`src/ifrd_pkg.sv`:
```
// Shared types and constants for the ICMP flood rate detector.
`timescale 1ns / 1ps
`default_nettype none
package ifrd_pkg;

  localparam logic [15:0] ETHERTYPE_IPV4     = 16'h0800;
  localparam logic [7:0]  PROTO_ICMP         = 8'd1;
  localparam logic [7:0]  ICMP_ECHO_REQUEST  = 8'd8;
  localparam logic [15:0] COUNT_MAX          = 16'hFFFF;

  localparam logic [15:0] ALERT_THRESHOLD_RESET = 16'd100;
  localparam logic [15:0] WINDOW_SECONDS_RESET  = 16'd5;

  // Configuration register indexes
  localparam logic REG_ALERT_THRESHOLD = 1'b0;
  localparam logic REG_WINDOW_SECONDS  = 1'b1;

  // Classified packet as it travels from front to back
  typedef struct packed {
    logic        counted;
    logic        echo;
    logic [31:0] source;
    logic [31:0] arrival;
  } item_t;

  // One row of the source table
  typedef struct packed {
    logic [31:0] source;
    logic [15:0] count;
    logic [31:0] start;
  } entry_t;

  typedef enum logic [2:0] {
    ST_IDLE,
    ST_READ,
    ST_MATCH,
    ST_CALC,
    ST_DONE
  } back_state_t;

endpackage
`default_nettype wire

```
`src/ifrd_queue.sv`:
```
// Two-entry queue that decouples packet classification from table update.
`timescale 1ns / 1ps
`default_nettype none
module ifrd_queue import ifrd_pkg::*; (
  input  wire   clk,
  input  wire   rst,
  input  wire   push,
  input  item_t push_item,
  output logic  full,
  input  wire   pop,
  output logic  head_valid,
  output item_t head_item
);

  localparam int DEPTH = 2;
  localparam int PTR_W = $clog2(DEPTH);
  localparam int CNT_W = $clog2(DEPTH + 1);

  item_t            slots [DEPTH];
  logic [PTR_W-1:0] wr_ptr;
  logic [PTR_W-1:0] rd_ptr;
  logic [CNT_W-1:0] fill;

  logic do_push;
  logic do_pop;

  // Flags and head beat
  assign full       = (fill == CNT_W'(DEPTH));
  assign head_valid = (fill != '0);
  assign head_item  = slots[rd_ptr];
  assign do_push    = push && !full;
  assign do_pop     = pop && head_valid;

  // Store incoming beat
  always_ff @(posedge clk) begin
    if (do_push) begin
      slots[wr_ptr] <= push_item;
    end
  end

  // Advance pointers and occupancy
  always_ff @(posedge clk) begin
    if (rst) begin
      wr_ptr <= '0;
      rd_ptr <= '0;
      fill   <= '0;
    end else begin
      if (do_push) begin
        wr_ptr <= (wr_ptr == PTR_W'(DEPTH - 1)) ? '0 : wr_ptr + PTR_W'(1);
      end
      if (do_pop) begin
        rd_ptr <= (rd_ptr == PTR_W'(DEPTH - 1)) ? '0 : rd_ptr + PTR_W'(1);
      end
      case ({do_push, do_pop})
        2'b10:   fill <= fill + CNT_W'(1);
        2'b01:   fill <= fill - CNT_W'(1);
        default: fill <= fill;
      endcase
    end
  end

endmodule
`default_nettype wire

```
`src/ifrd_front.sv`:
```
// Front end: accepts packet headers, classifies them and queues them.
`timescale 1ns / 1ps
`default_nettype none
module ifrd_front import ifrd_pkg::*; (
  input  wire         clk,
  input  wire         rst,
  input  wire         in_valid,
  output logic        in_stall,
  input  wire  [15:0] ether_type,
  input  wire  [7:0]  ip_protocol,
  input  wire  [31:0] source_address,
  input  wire  [7:0]  icmp_type,
  input  wire  [31:0] time_seconds,
  input  wire         pop,
  output logic        head_valid,
  output item_t       head_item
);

  item_t cls_item;
  logic  full;

  // Classify the header: only IPv4 ICMP touches the table
  always_comb begin
    cls_item.counted = (ether_type == ETHERTYPE_IPV4) && (ip_protocol == PROTO_ICMP);
    cls_item.echo    = (icmp_type == ICMP_ECHO_REQUEST);
    cls_item.source  = source_address;
    cls_item.arrival = time_seconds;
  end

  assign in_stall = full;

  ifrd_queue u_queue (
    .clk        (clk),
    .rst        (rst),
    .push       (in_valid),
    .push_item  (cls_item),
    .full       (full),
    .pop        (pop),
    .head_valid (head_valid),
    .head_item  (head_item)
  );

endmodule
`default_nettype wire

```
`config.mk`:
```
export PLATFORM = sky130hd
export DESIGN_NAME = ifrd_front
export DESIGN_NICKNAME = d
export VERILOG_FILES = /design/src/ifrd_pkg.sv /design/src/ifrd_queue.sv /design/src/ifrd_front.sv
export SDC_FILE = /design/constraint.sdc
export NUM_CORES = 1
export LEC_CHECK = 0
export ABC_AREA = 1
export BUFFER_PORTS_ARGS = -buffer_cell sky130_fd_sc_hd__buf_2
export CAP_MARGIN = 20
export CORE_MARGIN = 3
export CORE_UTILIZATION = 54
export DETAILED_ROUTE_END_ITERATION = 8
export PLACE_DENSITY = 0.84
export SLEW_MARGIN = 10
export SYNTH_ARGS = -nofsm -noshare
export SYNTH_HDL_FRONTEND = slang
export SYNTH_SLANG_ARGS = --single-unit
export TNS_END_PERCENT = 50
```
`constraint.sdc`:
```
create_clock -name clk -period 8.4 [get_ports clk]
set_input_delay 0.42 -clock clk [delete_from_list [all_inputs] [get_ports clk]]
set_output_delay 0.42 -clock clk [all_outputs]
set_load 0.005 [all_outputs]
```
-- After elaboration in Yosys (flattened, before gate mapping)
Memories as Yosys holds them, arrays and structs flattened. A register that Yosys moved wholly into a read port is not among the register bits.
Index checks and enable logic that the tools add are counted.
- add/sub/neg operators: 4
- equal/unequal tests: 6
- mux-type cells: 7
- reductions and logical operators: 6
- operators with widths (cell ; number):
    16-bit by 12-bit equality test with 1-bit output (second input constant) ; 1
    8-bit by 1-bit equality test with 1-bit output (second input constant) ; 1
    8-bit by 4-bit equality test with 1-bit output (second input constant) ; 1
    1-bit two-way mux ; 6
    2-bit equality test (second input constant) ; 2
    2-bit case mux with 2 select lines ; 1
    2-bit nonzero test ; 2
    1-bit logical AND ; 3
    1-bit adder (second input constant) ; 2
    2-bit by 1-bit adder with 2-bit output (second input constant) ; 1
    2-bit by 1-bit equality test with 1-bit output (second input constant) ; 1
    2-bit by 1-bit subtractor with 2-bit output (second input constant) ; 1
    1-bit logical NOT ; 1
- bits in registers: 4
- RAM bits: 132
- input bits: 100
- output and inout port bits: 68
- word-level logic and storage cells: 27
- memories kept: 1
- memory list (name ; words ; width ; read ports ; clocked after memory_dff ; wr ports ; line ; RTL):
    u_queue.slots ; 2 ; 66 ; 1 ; 1 ; 1 ; ifrd_queue.sv:19 ; item_t slots [DEPTH];

-- Logic depth before layout (Yosys ltp)
Gate-level depths: netlist of the first run.
- depth after elaboration: 5
- mapped depth: 10
- depth with buffers taken out: 10

-- Modules after synthesis
From an unflattened synthesis of the first run, not the netlist that was laid out.
- cell total of the unflattened synthesis: 274
- area total of the unflattened synthesis: 5286.3 um^2
- modules (own cells, without submodules) (module ; instances ; cells each ; area each (um^2)):
    ifrd_queue ; 1 ; 245 ; 5170.0
    ifrd_front ; 1 ; 29 ; 116.4

-- Worst setup path before layout of the first run
OpenSTA, ideal clock, no wires.
- kind: input -> register
- from: in in_valid
- to: mem u_queue.slots[0][0] (netlist name), enable pin
- setup time: 490 ps
- data arrival time: 3429 ps
- data required time: 7910 ps
- path slack: 4480 ps
- stages: 4
- path buffers: 0
- cell sequence: inv_1 -> nor2_1 -> inv_1 -> nor2_1
- word-level cells in the longest chain between the ends: 3
- RTL lines (item ; line ; RTL):
    start: declaration ; ifrd_front.sv:7 ; input wire in_valid,
    1-bit logical AND ; ifrd_queue.sv:31 ; assign do_push = push && !full;
    1-bit two-way mux ; ifrd_queue.sv:36 ; if (do_push) begin
    1-bit two-way mux (implied by the code) ; ifrd_queue.sv:37 ; slots[wr_ptr] <= push_item;
    end: declaration ; ifrd_queue.sv:19 ;
No other way between the ends.

==> impl_metrics.toml, run 1 <==
[sta]
clock_skew_ns = 0.0109
hold_viol_final = 0
fin_crit_sh_pct = 31.0
fmax_ghz = 0.385
worst_pin_slew_ns = 1.08
max-slew-margin-rel_pct = 28.2
setup-tns-final_ns = 0
rsz0062_at_grt = "false"
period_needed_ns = 2.60
finalMaxSlewViolations = 0
final-setup-viol-count = 0

[final_layout]
antenna_cells = 0
regArea_mm2 = 0.00407
stdcell_count = 595
stdcell_area_mm2 = 0.00686
num-fill-cells = 579
drive_above_1_share_pct = 57.1
multi_input_area_mm2 = 0.00112
area_delta_synth_final_pct = 29.9
num-nets-final = 555

[clock_tree]
ctsHtreeMaxLevel = 4
cts_tree = "yes"
cts_hold_buf = 0
worstSkewPairLatency_ns = 0.51
cts_setup_buffers = 0
cts_resized = 0
cts.sinks = 137
cts_made_buffers = 17
clkTransAtPathRegs_ns = 0.06
cts_root_buf = "clkbuf_8"
clockBufferDepth = 2

[die]
design.core.area_mm2 = 0.00937
die-area_mm2 = 0.0110
die_w_um = 105
start_util_pct = 56.4
ios = 168
die_y_um = 105
rows = 35

[logic_synthesis]
ys_ff_latch = 137
synth.avg_cell_area_um2 = 19.4
syn-num-nets = 374
synth.distinct_cells = 15
yosysTopAreaCellShare_pct = 75.0
netlist_instances = 273
yosysSeqAreaShare_pct = 76.9
ys_warn_count = 0
syn_area_mm2 = 0.00528
ys_top_cells_by_area = "edfxtp_1 (75%), mux2_4 (11%), mux2_2 (5.5%)"
synth_top_area_cell = "edfxtp_1"

[critical_path]
reg2reg_to = "u_queue.slots[1][65]"
crit_fanout = 66
start_kind = "flip-flop"
reg2regPathDepth = 5
cp_data_arrival_time_ns = 2.18
r2r_setup_slack_ns = 6.10
crit_type = "reg -> out"
r2r-start = "u_queue.fill[0]"
crit_required_ns = 7.98
cp-end-kind = "output pin"

[place]
routabilityCongestion = 0.704
port_buffers = 167
place_area_mm2 = 0.00624
dp.cells = 564
hpwlAfterDp_mm = 6.30

[global_routing]
grt_overflow = 0
grt_pass1_vias = 3160
antenna_found_initial = 0
grt_first_pass_wirelength_mm = 15.5
grt_max_degree = 67
track_usage_pct = 18.4

[power_and_ir_drop]
power_density_mw_per_mm2 = 286
vdd_drop_max_mv = 0.174
power.total_w = 0.00196
p_leak_nw = 2.78

[drt]
drtIter0Drc = 151
ant_nets = 0
drt_wl_total_mm = 9.81
vias_per_cell = 4.95
num_vias = 2947
post_drt_wl_per_cell_um = 16.5
drc = 0
drtPass1Iterations = 4

[min_path]
whs_endpoint = "u_queue.slots[1][55]"
hold_path_depth = 1
hp-start = "source_address[23]"
worstHoldPathType = "in -> reg"

[status]
status = "complete, no violations"

[job]
maxCapViolations = 0
[power by group]
group          switching [W]  internal [W]  leakage (nW)  total (W)
combinational       0.000123      0.000173          1.20   0.000297
clock               0.000267      0.000509         0.304   0.000776
sequential         0.0000537      0.000837          1.28   0.000891
total               0.000444       0.00152          2.78    0.00196
[routing by layer]
metal	vias up	GRT usage (%)	wire, µm
met4	0	5.53	133
met1	1413	21.0	3940
met5	-	0	0
li1	1394	-	-
met2	128	31.8	5030
met3	12	7.66	706
[synthesized netlist by cell type (all sizes together)]
| cell type | instances |
|---|---|
| ha | 1 |
| nor2 | 31 |
| inv | 10 |
| edfxtp | 132 |
| nand3b | 1 |
| a21oi | 1 |
| buf | 7 |
| dfxtp | 5 |
| mux2 | 66 |
| o21ai | 1 |
| nand2 | 15 |
| o21a | 1 |
| nand4 | 2 |
[cell families after synthesis]
family / synth area share (%)
AO/OA/AOI/OAI: 0.331
adder cells (fa/ha/maj): 0.237
buffers and inverters: 1.97
flip-flops: 76.9
multiplexers: 16.9
AND/OR/NAND/NOR: 3.65
[registers in the layout, indices dropped and copies added (netlist names), named ones only]
name	count
u_queue.fill	2
u_queue.wr_ptr	1
u_queue.slots	132
u_queue.rd_ptr	1
[final cells by class]
class / count / share of cell area, %
sequential: 137 / 59.3
clock inverter: 13 / 2.95
inverter: 10 / 0.547
tap: 129 / 2.35
multi-input combinational: 119 / 16.4
clock buffer: 18 / 6.09
timing repair buffer: 169 / 12.4
[layout by cell type (no fill, tap or decap)]
master,instances
nand3b_1,1
buf_2,167
nor2_4,1
inv_2,1
o21ai_0,1
mux2_2,26
clkbuf_16,16
clkinv_2,2
inv_1,9
nand4_1,2
edfxtp_1,132
clkbuf_1,1
nor2_1,30
o21a_1,1
nand2_1,15
clkinv_4,4
clkinv_1,2
ha_1,1
buf_4,2
mux2_4,40
dfxtp_4,1
clkbuf_8,1
a21oi_1,1
bufinv_16,5
dfxtp_1,4
[worst max-delay path by stage]
stage               startpoint                   end  slack (ns)
CTS                  flip-flop         head_item[59]        5.77
floorplan             in_valid   u_queue.slots[0][0]        4.48
finish               flip-flop         head_item[59]        5.80
detailed placement    in_valid  u_queue.slots[1][17]        6.04
global route         flip-flop         head_item[59]        5.69
global placement      in_valid  u_queue.slots[1][13]        6.16
[critical path, stage by stage, from the launching register on]
cell     delay [ns]
dfxtp_4        1.03
mux2_2         0.44
buf_2          0.13
[through the flow]
stage / hold WS [ns] / setup slack (ns) / util [%]
2_1_floorplan: 0.467 / 4.48 / -
3_3_place_gp: 0.475 / 6.16 / 66.6
3_5_place_dp: 0.486 / 6.04 / 66.6
4_1_cts: 0.0682 / 5.77 / 73.2
5_1_grt: 0.0743 / 5.69 / 73.2
6_report: 0.0960 / 5.80 / 73.2
Note: power is estimated with default switching activity, not from simulation.
==> run 2: changes to the inputs <==
- CORE_UTILIZATION: 54 -> 46
- PLACE_DENSITY: 0.84 -> 0.76
- clock period: 8.4 -> 2.3 ns (I/O delays scaled with it)
==> impl_metrics.toml, run 2 (synthesis gave the netlist of run 1 again) <==
[clock_tree]
clkTransAtPathRegs_ns = 0.06
cts.sinks = 137
worstSkewPairLatency_ns = 0.40
ctsHtreeMaxLevel = 4
cts_tree = "yes"
cts_made_buffers = 17
cts_root_buf = "clkbuf_16"
clockBufferDepth = 2

[power_and_ir_drop]
vdd_drop_max_mv = 0.543
p_leak_nw = 3.04
power_density_mw_per_mm2 = 938
power.total_w = 0.00706

[critical_path]
cp_data_arrival_time_ns = 1.76
start_kind = "flip-flop"
reg2regPathDepth = 5
r2r-start = "u_queue.fill[0]"
reg2reg_to = "u_queue.slots[1][43]"
r2r_setup_slack_ns = 0.59
crit_type = "reg -> out"
crit_required_ns = 2.18
crit_fanout = 21
cp-end-kind = "output pin"

[sta]
worst_pin_slew_ns = 0.524
period_needed_ns = 1.88
rsz0062_at_grt = "false"
fin_crit_sh_pct = 81.5
final-setup-viol-count = 0
finalMaxSlewViolations = 0
hold_viol_final = 0
clock_skew_ns = 0.0106
max-slew-margin-rel_pct = 65.0
fmax_ghz = 0.533

[die]
design.core.area_mm2 = 0.0110
die_w_um = 113
start_util_pct = 47.9
die_y_um = 113
rows = 38
die-area_mm2 = 0.0128
ios = 168

[global_routing]
grt_overflow = 0
grt_pass1_vias = 3482
grt_first_pass_wirelength_mm = 17.0
track_usage_pct = 17.4
antenna_found_initial = 0
grt_max_degree = 67

[drt]
vias_per_cell = 4.81
ant_nets = 0
post_drt_wl_per_cell_um = 16.0
drt_wl_total_mm = 10.8
drtPass1Iterations = 4
drtIter0Drc = 171
num_vias = 3244
drc = 0

[min_path]
hp-start = "rst"
hold_path_depth = 4
whs_endpoint = "u_queue.wr_ptr"
worstHoldPathType = "in -> reg"

[place]
hpwlAfterDp_mm = 6.54
place_area_mm2 = 0.00631
port_buffers = 167
routabilityCongestion = 0.675

[job]
maxCapViolations = 0

[final_layout]
biggestRegsByFlops = "u_queue.slots: 132 flops, u_queue.fill: 2 flops"
stdcell_area_mm2 = 0.00753
area_delta_synth_final_pct = 42.4
largest_reg_flops = 132
drive_above_1_share_pct = 50.8
layout_commonest_cell = "buf_2"
num-nets-final = 623
antenna_cells = 0
layout_common_cells = "buf_2 (167), edfxtp_1 (132), dlygate4sd3_1 (64)"
regMostFlops = "u_queue.slots"

[status]
status = "complete, no violations"
## run 2: changes by cell type in the layout (fill, tap and decap cells not counted), sizes merged
cell	change
buf	+4
clkinvlp	+5
bufinv	-3
clkbuf	-1
inv	+3
dlygate4sd3	+64
clkinv	-3
## run 2: how the worst max path moves through the flow
stage	endpoint	slack, ns	start	depth (start not counted)
2_1_floorplan	u_queue.slots[1][0]	-0.08	u_queue.fill[0]	4
4_1_cts	head_item[62]	0.38	flip-flop	3
3_3_place_gp	u_queue.slots[1][7]	0.74	u_queue.fill[0]	5
5_1_grt	head_item[62]	0.32	flip-flop	3
3_5_place_dp	u_queue.slots[1][13]	0.64	u_queue.fill[0]	5
6_report	head_item[62]	0.42	flip-flop	3
## run 2: power breakdown
part	switching [W]	total (W)	internal (W)
clock	0.000999	0.00259	0.00159
sequential	0.000114	0.00317	0.00305
combinational	0.000571	0.00130	0.000728
## run 2: what timing repair did
action / CTS / global route
hold endpoints to repair: 128 / 0
gates resized for setup: 0 / 0
setup buffers: 0 / 0
hold buffers: 64 / 0
setup endpoints to repair: 0 / 0
## run 2: layer usage
layer | vias up | wire length (µm) | share of wire [%] | GRT usage (%)
li1 | 1534 | - | - | -
met1 | 1548 | 4190 | 39 | 19.5
met2 | 148 | 5750 | 53 | 31.4
met3 | 14 | 722 | 6.7 | 5.61
met4 | 0 | 146 | 1.4 | 5.61
met5 | - | 0 | 0 | 0
## run 2: layout make-up
cell class,count,area [µm²]
clock inverters,15,150
clock buffers,17,425
multi-input cells,119,1120
well taps,140,175
repair buffers,237,1550
flip-flops and latches,137,4070
inverters,10,37.5
fillers,731,3500
## run 2: stage by stage
step / setup slack [ns] / utilization, % / hold slack (ns) / setup TNS [ns] / instances
after CTS: 0.379 / 68.2 / 0.00206 / 0 / 675
final: 0.425 / 68.2 / 0.0280 / 0 / 675
after floorplan: -0.0823 / - / 0.214 / -5.43 / 273
after detailed placement: 0.639 / 57.2 / 0.307 / 0 / 579
after global routing: 0.319 / 68.2 / 0.0305 / 0 / 675
after global placement: 0.740 / 57.2 / 0.304 / 0 / 579
## run 2: critical path: stages, from the launching register on
cell     delay (ns)
dfxtp_4        0.56
buf_4          0.31
mux2_2         0.36
buf_2          0.12
